**src/hdl/i2c_register_master_top_assert.svh**
```systemverilog
// Assertion macros for the I2C register master.
// Used by i2c_register_master_top; expects clk and arst_n in scope.
`ifndef I2C_REGISTER_MASTER_TOP_ASSERT_SVH
`define I2C_REGISTER_MASTER_TOP_ASSERT_SVH
`ifndef SYNTHESIS
`define I2CRM_ASSERT(lbl, prop, msg) \
	lbl: assert property (@(posedge clk) disable iff (!arst_n) prop) else $error(msg);
`define I2CRM_NEVER(lbl, cond, msg) \
	lbl: assert property (@(posedge clk) disable iff (!arst_n) !(cond)) else $error(msg);
`else
`define I2CRM_ASSERT(lbl, prop, msg)
`define I2CRM_NEVER(lbl, cond, msg)
`endif
`endif

```
**src/hdl/i2crm_pkg.sv**
```systemverilog
// Shared types and constants for the I2C register master.
// No dependencies; imported by i2crm_engine and i2c_register_master_top.
`timescale 1ns / 1ps
package i2crm_pkg;

	localparam int CFG_IDX_W = 2;

	localparam logic [CFG_IDX_W-1:0] CFG_HALF_PERIOD = 2'd0;
	localparam logic [CFG_IDX_W-1:0] CFG_ACK_WAIT    = 2'd1;

	localparam logic [15:0] HALF_PERIOD_RESET = 16'd5;
	localparam logic [15:0] ACK_WAIT_RESET    = 16'd250;

	localparam logic [1:0] OP_NONE  = 2'd0;
	localparam logic [1:0] OP_WRITE = 2'd1;
	localparam logic [1:0] OP_READ  = 2'd2;

	typedef struct packed {
		logic [1:0] op;
		logic [7:0] device_addr;
		logic [7:0] reg_addr;
		logic [7:0] wr_data;
		logic       sda_in;
	} req_t;

	typedef struct packed {
		logic       scl_out;
		logic       sda_out;
		logic       busy_res;
		logic       done_res;
		logic [7:0] rd_data;
		logic       ack_timeout;
	} res_t;

	typedef struct packed {
		logic [15:0] half_period_ticks;
		logic [15:0] ack_wait_limit;
	} cfg_t;

endpackage

```
**src/hdl/i2c_register_master_top.sv**
```systemverilog
// Top level of the I2C register master: handshakes, configuration registers, result register.
// Depends on i2crm_pkg, i2crm_engine and i2c_register_master_top_assert.svh.
//
//   channel   direction  handshake             payload
//   req       in         req_valid/req_ready   req_t: op, addresses, data, sampled SDA
//   res       out        res_valid/res_ready   res_t: bus drive, status, read byte
//   cfg       in         cfg_valid/cfg_ready   cfg_index, cfg_data (always ready)
//
// One word is taken every cycle unless the result register is stalled; each word is one
// bus tick and gives exactly one result. A word passes from the input register to the
// result register when the sequencer steps; one state update per step sets this rate.
// Reset clears the sequencer, and restores a half period of 5 ticks and an ack wait of 250.
// While the result register is stalled, the input register holds one further word.
`timescale 1ns / 1ps
`include "i2c_register_master_top_assert.svh"
module i2c_register_master_top import i2crm_pkg::*; (
	input  logic                 clk,
	input  logic                 arst_n,
	input  logic                 req_valid,
	output logic                 req_ready,
	input  req_t                 req,
	output logic                 res_valid,
	input  logic                 res_ready,
	output res_t                 res,
	input  logic                 cfg_valid,
	output logic                 cfg_ready,
	input  logic [CFG_IDX_W-1:0] cfg_index,
	input  logic [15:0]          cfg_data
);

	cfg_t cfg_q;
	req_t req_s1;
	logic valid_s1;
	res_t res_s2;
	logic valid_s2;
	res_t next_res;
	logic advance;

	assign cfg_ready = 1'b1;
	assign advance   = valid_s1 && (!valid_s2 || res_ready);
	assign req_ready = !valid_s1 || advance;
	assign res_valid = valid_s2;
	assign res       = res_s2;

	always_ff @(posedge clk or negedge arst_n) begin
		if (!arst_n) begin
			cfg_q.half_period_ticks <= HALF_PERIOD_RESET;
			cfg_q.ack_wait_limit    <= ACK_WAIT_RESET;
		end else if (cfg_valid) begin
			case (cfg_index)
				CFG_HALF_PERIOD: cfg_q.half_period_ticks <= cfg_data;
				CFG_ACK_WAIT:    cfg_q.ack_wait_limit    <= cfg_data;
				default: ;
			endcase
		end
	end

	always_ff @(posedge clk or negedge arst_n) begin
		if (!arst_n) begin
			valid_s1 <= 1'b0;
			valid_s2 <= 1'b0;
		end else begin
			if (req_ready) begin
				valid_s1 <= req_valid;
			end
			if (advance) begin
				valid_s2 <= 1'b1;
			end else if (res_ready) begin
				valid_s2 <= 1'b0;
			end
		end
	end

	always_ff @(posedge clk) begin
		if (req_valid && req_ready) begin
			req_s1 <= req;
		end
		if (advance) begin
			res_s2 <= next_res;
		end
	end

	i2crm_engine u_engine (
		.clk    (clk),
		.arst_n (arst_n),
		.step   (advance),
		.item   (req_s1),
		.cfg    (cfg_q),
		.result (next_res)
	);

	`I2CRM_ASSERT(a_step_gives_word, advance |=> valid_s2, "processed word was lost")
	`I2CRM_ASSERT(a_full_stall, (valid_s1 && valid_s2 && !res_ready) |-> !req_ready, "taken when full")
	`I2CRM_NEVER(a_done_not_busy, valid_s2 && res_s2.done_res && res_s2.busy_res, "done while busy")
	`I2CRM_ASSERT(a_idle_bus, (res_valid && !res.busy_res) |-> res.scl_out && res.sda_out, "bus not freed")

endmodule

```
**src/hdl/i2crm_engine.sv**
```systemverilog
// Bus sequencer of the I2C register master: slot timer, bit shifter and phase control.
// Depends on i2crm_pkg. Advances one tick whenever step is high.
`timescale 1ns / 1ps
module i2crm_engine import i2crm_pkg::*; (
	input  logic clk,
	input  logic arst_n,
	input  logic step,
	input  req_t item,
	input  cfg_t cfg,
	output res_t result
);

	localparam logic [3:0] PH_IDLE      = 4'd0;
	localparam logic [3:0] PH_RS_PREP   = 4'd1;
	localparam logic [3:0] PH_ST_A      = 4'd2;
	localparam logic [3:0] PH_ST_B      = 4'd3;
	localparam logic [3:0] PH_TX_LOW    = 4'd4;
	localparam logic [3:0] PH_TX_HIGH   = 4'd5;
	localparam logic [3:0] PH_ACK_LOW   = 4'd6;
	localparam logic [3:0] PH_ACK_HIGH  = 4'd7;
	localparam logic [3:0] PH_RX_LOW    = 4'd8;
	localparam logic [3:0] PH_RX_HIGH   = 4'd9;
	localparam logic [3:0] PH_NACK_LOW  = 4'd10;
	localparam logic [3:0] PH_NACK_HIGH = 4'd11;
	localparam logic [3:0] PH_SP_A      = 4'd12;
	localparam logic [3:0] PH_SP_B      = 4'd13;
	localparam logic [3:0] PH_SP_C      = 4'd14;

	localparam logic [1:0] BYTE_DEV  = 2'd0;
	localparam logic [1:0] BYTE_REG  = 2'd1;
	localparam logic [1:0] BYTE_LAST = 2'd2;
	localparam logic [1:0] BYTE_RX   = 2'd3;

	logic [3:0]  phase_q, n_phase;
	logic [3:0]  bit_q, n_bit, bit_inc;
	logic [7:0]  shift_q, n_shift, rx_byte;
	logic [15:0] tick_q, n_tick, tick_inc, slot_len;
	logic [15:0] wait_q, n_wait;
	logic        is_read_q, n_is_read;
	logic [7:0]  dev_q, n_dev, reg_q, n_reg, data_q, n_data;
	logic [7:0]  rd_q, n_rd;
	logic        to_q, n_to;
	logic [1:0]  idx_q, n_idx;
	logic        slot_end;

	always_comb begin
		n_phase   = phase_q;
		n_bit     = bit_q;
		n_shift   = shift_q;
		n_tick    = tick_q;
		n_wait    = wait_q;
		n_is_read = is_read_q;
		n_dev     = dev_q;
		n_reg     = reg_q;
		n_data    = data_q;
		n_rd      = rd_q;
		n_to      = to_q;
		n_idx     = idx_q;
		slot_end  = 1'b0;
		slot_len  = (cfg.half_period_ticks == 16'd0) ? 16'd1 : cfg.half_period_ticks;
		tick_inc  = tick_q + 16'd1;
		bit_inc   = bit_q + 4'd1;
		rx_byte   = {shift_q[6:0], item.sda_in};

		if (phase_q == PH_IDLE) begin
			if (item.op == OP_WRITE || item.op == OP_READ) begin
				n_is_read = (item.op == OP_READ);
				n_dev     = item.device_addr;
				n_reg     = item.reg_addr;
				n_data    = item.wr_data;
				n_to      = 1'b0;
				n_idx     = BYTE_DEV;
				n_bit     = 4'd0;
				n_shift   = 8'd0;
				n_wait    = 16'd0;
				n_tick    = 16'd0;
				n_phase   = PH_ST_A;
			end
		end else begin
			n_tick = tick_inc;
			if (tick_inc >= slot_len) begin
				n_tick   = 16'd0;
				slot_end = 1'b1;
				case (phase_q)
					PH_RS_PREP: n_phase = PH_ST_A;
					PH_ST_A:    n_phase = PH_ST_B;
					PH_ST_B: begin
						// The first start carries the write address, the repeated one the read.
						n_shift = {dev_q[7:1], (idx_q != BYTE_DEV)};
						n_bit   = 4'd0;
						n_phase = PH_TX_LOW;
					end
					PH_TX_LOW: n_phase = PH_TX_HIGH;
					PH_TX_HIGH: begin
						n_shift = {shift_q[6:0], 1'b0};
						n_bit   = bit_inc;
						n_phase = (bit_inc >= 4'd8) ? PH_ACK_LOW : PH_TX_LOW;
					end
					PH_ACK_LOW: begin
						n_wait  = 16'd0;
						n_phase = PH_ACK_HIGH;
					end
					PH_ACK_HIGH: begin
						if (item.sda_in && (wait_q < cfg.ack_wait_limit)) begin
							// No acknowledge yet: hold SCL high for another half period.
							n_wait = wait_q + 16'd1;
						end else begin
							if (item.sda_in) begin
								n_to = 1'b1;
							end
							case (idx_q)
								BYTE_DEV: begin
									n_idx   = BYTE_REG;
									n_shift = reg_q;
									n_bit   = 4'd0;
									n_phase = PH_TX_LOW;
								end
								BYTE_REG: begin
									n_idx = BYTE_LAST;
									if (is_read_q) begin
										n_phase = PH_RS_PREP;
									end else begin
										n_shift = data_q;
										n_bit   = 4'd0;
										n_phase = PH_TX_LOW;
									end
								end
								default: begin
									n_idx = BYTE_RX;
									if (is_read_q) begin
										n_shift = 8'd0;
										n_bit   = 4'd0;
										n_phase = PH_RX_LOW;
									end else begin
										n_phase = PH_SP_A;
									end
								end
							endcase
						end
					end
					PH_RX_LOW: n_phase = PH_RX_HIGH;
					PH_RX_HIGH: begin
						n_shift = rx_byte;
						n_bit   = bit_inc;
						if (bit_inc >= 4'd8) begin
							n_rd    = rx_byte;
							n_phase = PH_NACK_LOW;
						end else begin
							n_phase = PH_RX_LOW;
						end
					end
					PH_NACK_LOW:  n_phase = PH_NACK_HIGH;
					PH_NACK_HIGH: n_phase = PH_SP_A;
					PH_SP_A:      n_phase = PH_SP_B;
					PH_SP_B:      n_phase = PH_SP_C;
					default:      n_phase = PH_IDLE;
				endcase
			end
		end
	end

	// The word reports the bus drive as it stands after this tick.
	always_comb begin
		result.busy_res    = (n_phase != PH_IDLE);
		result.done_res    = slot_end && (n_phase == PH_IDLE);
		result.rd_data     = n_rd;
		result.ack_timeout = n_to;
		case (n_phase)
			PH_RS_PREP, PH_ACK_LOW, PH_RX_LOW, PH_NACK_LOW: begin
				result.scl_out = 1'b0;
				result.sda_out = 1'b1;
			end
			PH_ST_B, PH_SP_B: begin
				result.scl_out = 1'b1;
				result.sda_out = 1'b0;
			end
			PH_TX_LOW: begin
				result.scl_out = 1'b0;
				result.sda_out = n_shift[7];
			end
			PH_TX_HIGH: begin
				result.scl_out = 1'b1;
				result.sda_out = n_shift[7];
			end
			PH_SP_A: begin
				result.scl_out = 1'b0;
				result.sda_out = 1'b0;
			end
			default: begin
				result.scl_out = 1'b1;
				result.sda_out = 1'b1;
			end
		endcase
	end

	always_ff @(posedge clk or negedge arst_n) begin
		if (!arst_n) begin
			phase_q   <= PH_IDLE;
			bit_q     <= 4'd0;
			shift_q   <= 8'd0;
			tick_q    <= 16'd0;
			wait_q    <= 16'd0;
			is_read_q <= 1'b0;
			rd_q      <= 8'd0;
			to_q      <= 1'b0;
			idx_q     <= BYTE_DEV;
		end else if (step) begin
			phase_q   <= n_phase;
			bit_q     <= n_bit;
			shift_q   <= n_shift;
			tick_q    <= n_tick;
			wait_q    <= n_wait;
			is_read_q <= n_is_read;
			rd_q      <= n_rd;
			to_q      <= n_to;
			idx_q     <= n_idx;
		end
	end

	always_ff @(posedge clk) begin
		if (step) begin
			dev_q  <= n_dev;
			reg_q  <= n_reg;
			data_q <= n_data;
		end
	end

endmodule
```
**config.mk**
```make
export PLATFORM = sky130hd
export DESIGN_NAME = i2c_register_master_top
export DESIGN_NICKNAME = d
export VERILOG_FILES = /design/src/hdl/i2crm_pkg.sv /design/src/hdl/i2c_register_master_top.sv /design/src/hdl/i2crm_engine.sv
export VERILOG_INCLUDE_DIRS = /design/src /design/src/hdl
export SDC_FILE = /design/constraint.sdc
export NUM_CORES = 1
export LEC_CHECK = 0
export ABC_CLOCK_PERIOD_IN_PS = 12400
export BUFFER_PORTS_ARGS = -buffer_cell sky130_fd_sc_hd__buf_2
export CORE_MARGIN = 5
export CORE_UTILIZATION = 35
export DETAILED_ROUTE_END_ITERATION = 10
export MAX_ROUTING_LAYER = met4
export REMOVE_ABC_BUFFERS = 1
export SETUP_SLACK_MARGIN = 0.1
export SLEW_MARGIN = 5
export SYNTH_ARGS = -nofsm -noshare
export SYNTH_HDL_FRONTEND = slang
export SYNTH_SLANG_ARGS = --single-unit
```
**constraint.sdc**
```tcl
create_clock -name clk -period 12.4 [get_ports clk]
set_input_delay 2.48 -clock clk [delete_from_list [all_inputs] [get_ports clk]]
set_output_delay 2.48 -clock clk [all_outputs]
set_load 0.02 [all_outputs]
```
==> summary.md <==
| Metric | Value |
|---|---|
| Row count | 54 |
| Synth area leaders | dfrtp_1, edfxtp_1, ha_1 |
| R2r setup slk | 7.88 ns |
| DPL Wire Length | 11300 microns |
| Total power | between 1 and 1.5 mW |
| Reg-to-Reg End | u_engine.shift_q[0] |
| DIE AREA | between 20000 and 25000 sq um |
| RePlAce Congestion | 0.817 |
| Drc violations | 0 |
| Metal1 wirelength | 7790 microns |
| Share of cells above drive strength 1 | 19.8% |
| DR vias | ~5.3k |
| Critical Path RT | 9.92 ns |
| Vias in the first global route | 5256 |
| Setup_tns | 0 ns |
| Power density over the cells | 155 nW/um^2 |
| Hold Path Stages | 0 |
| Met2 wire length | between 7000 and 8000 microns |
| Yosys cell types | 61 |
| CP endpoint kind | output port |
| Synthesized area | 7630 sq um |
| CTS Buffer Depth | 2 |
| Most used cell, CP | buf_2 |
| RSZ-0062 raised after global routing | no |
| Post-route ant nets | 0 |
| First-pass iteration count of the detailed router | 5 |
| Tmin final | 5.41 ns |
| Main synth FF type | dfrtp_1 |
| Initial core utilization | a little over a third |
| Max FO, Critical Path | 3 |
| R2r startpoint | u_engine.tick_q[0] |
| Clock sink total | approximately 160 |
| Worst R2R Path Depth | 16 |
| Synthesis-to-layout area growth | 16.3% |
| Clock Skews | 0.0123 ns |
| Tcrit/Tclk final | between 40% and 50% |
| DRT iter0 DRCs | 338 |
| Maximum vdd drop | 96.1 uV |
| Max-slew violation count | 0 |
| Via density | 5.00 |
| Worst slack on hold paths | 0.421 ns |
| Critical Path Max Stage Delay | about 0.18 ns |
| Setup CP Type | in -> out |
| Nets@finish | 850 |
| Slew HR | 18.1% |
| Finished Core Util | about 40% |
| Status | finished clean |
| Mean Syn Cell Area | 10.9 sq um |
| Post-Synthesis Cells | around 700 |
| CP cell instances | buf_2 > nand3b_1 > buf_2 |
| Fraction of registers with async set/reset | ~60% |
| Largest area contributor in the netlist | dfrtp_1 |
| Max Cap Viol | 0 |
| CTS root buffer | clkbuf_16 |
| CTS tree | yes |
| Skew-Pair Late Insertion Delay | 0.43 ns |
| HP Start | req_s1[11] |
| Cts repair resizes | 0 |
| Seq/Total Area, Yosys | 55.4% |
| Commonest non-fill, non-tap cells in the layout | nand2_1, dfrtp_1, o21ai_0 |
| Total Wirelength | 15800 microns |
| Hold Vio Cnt, Final | 0 |
| Post-CTS Hold Fix Bufs | 0 |
| CTS HTree Levels | 4 |
| Fillers | 2070 |
| Startpoint Class | primary input |
| Warnings, synthesis | 0 |
| Reg clk slew, reported paths | 0.07 ns |
| Max Freq | 0.185 GHz |
| Worst min-delay path category | reg -> reg |
| First-pass GRT wire length | 26700 microns |
| EDFF count, synth | 62 |
| Tightest Pin Transition | 1.22 ns |
| DR top layer | met4 |
| Largest net degree at the start of global routing | 58 |
| Routed WL per cell | 14.9 microns |
| Max stage delay cell, worst path | buf_2 |
| WL met3 | 451 microns |
| Die Y | ~160 microns |
| Flops & latches, synth | 156 |
| Pleak | 3.87 nW |
| Port bufs | 63 |
| Critical Path AT | roughly 2.9 ns |
| Most common cell after layout, fill and taps aside | nand2_1 |
| Tot GR Track Use | roughly 14% |
| Num CTS Buffers | 17 |
| Gr ovfl total | 0 |
| Initial antenna violation count | 0 |
| Cell count after placement | just over 1k |
| Post-synth top area share | 28.2% |
| Final setup fails | 0 |
| IO Pins | 66 |
| Final std cells w/o fill | 1058 |
| ANT cells | 0 |
| Min-Delay Endpoint | u_engine.reg_q[2] |
| Core Region | 21600 sq um |
| Die width | roughly 160 microns |
| # Post-CTS Setup Buffers | 0 |
-- critical path, delay by kind of cell --
kind          cells  cell delay, ns
buf+inv           2            0.28
simple gates      1            0.17
-- synth_stat cells (all sizes together), types with 3 or more instances --
| library cell | instances |
|---|---|
| nand2 | 91 |
| dfrtp | 86 |
| o21ai | 86 |
| edfxtp | 62 |
| inv | 40 |
| mux2 | 36 |
| ha | 35 |
| nor2 | 34 |
| nand3 | 25 |
| clkbuf | 19 |
| a21oi | 18 |
| a22o | 15 |
| and3 | 14 |
| nand2b | 13 |
| nor2b | 11 |
| xor2 | 9 |
| dfstp | 8 |
| nor3 | 8 |
| xnor2 | 8 |
| buf | 7 |
| a31oi | 6 |
| nand4 | 6 |
| o22ai | 5 |
| a211oi | 4 |
| nor4 | 4 |
| o21a | 4 |
| o31ai | 4 |
| a22oi | 3 |
| and2 | 3 |
| and4 | 3 |
| nor3b | 3 |
| o211ai | 3 |
-- where the power goes --
group          switching [mW]  internal (mW)
Clock                   0.254          0.280
Sequential             0.0380          0.590
Combinational           0.134         0.0824
Total                   0.426          0.952
-- registers in the layout (all words and copies together), names as in the netlist, 7 cells and up --
register          flops
u_engine.reg_q        8
res                  13
req_s1               26
u_engine.wait_q      16
u_engine.data_q       8
u_engine.rd_q         8
u_engine.tick_q      16
u_engine.dev_q        7
cfg_q                32
u_engine.shift_q      8
-- metrics by stage --
stage	setup slack, ns	cell area [sq um]
after floorplan	7.11	7520
after global placement	6.81	8250
after detailed placement	6.77	8250
after CTS	6.99	8880
after global routing	6.94	8880
final	6.99	8880
-- layer usage --
metal | up-vias | GRT usage [%]
li1 | 2657 | -
met1 | 2532 | 18.9
met2 | 87 | 20.8
met3 | 12 | 2.68
met4 | 0 | 4.75
met5 | - | -
-- how the worst max path moves through the flow --
stage | from | end | slack [ns]
global placement | res_ready | u_engine.shift_q[3] | 6.81
finish | res_ready | req_ready | 6.99
global route | res_ready | u_engine.shift_q[0] | 6.94
CTS | res_ready | req_ready | 6.99
floorplan | res_ready | u_engine.is_read_q | 7.11
detailed placement | res_ready | u_engine.shift_q[5] | 6.77
-- logic make-up after synthesis --
logic type / count (synthesis) / synth area share (%)
fa+ha+maj: 35 / 5.74
flops: 156 / 55.4
compound gates: 167 / 13.8
xor+xnor: 17 / 1.95
simple gates: 224 / 14.3
other cells: 1 / 0.0491
mux: 37 / 5.44
buf+inv: 66 / 3.39
-- area by class of cell --
| class | count | area, sq um | area share (%) |
|---|---|---|---|
| Timing Repair Buffer | 69 | 363 | 4.09 |
| Clock inverter | 15 | 206 | 2.33 |
| Inverter | 40 | 150 | 1.69 |
| Multi-Input combinational cell | 481 | 3160 | 35.6 |
| Tap cell | 280 | 350 | 3.95 |
| Clock buffer | 17 | 425 | 4.79 |
| Sequential cell | 156 | 4220 | 47.6 |
Note: power is estimated with default switching activity, not from simulation.
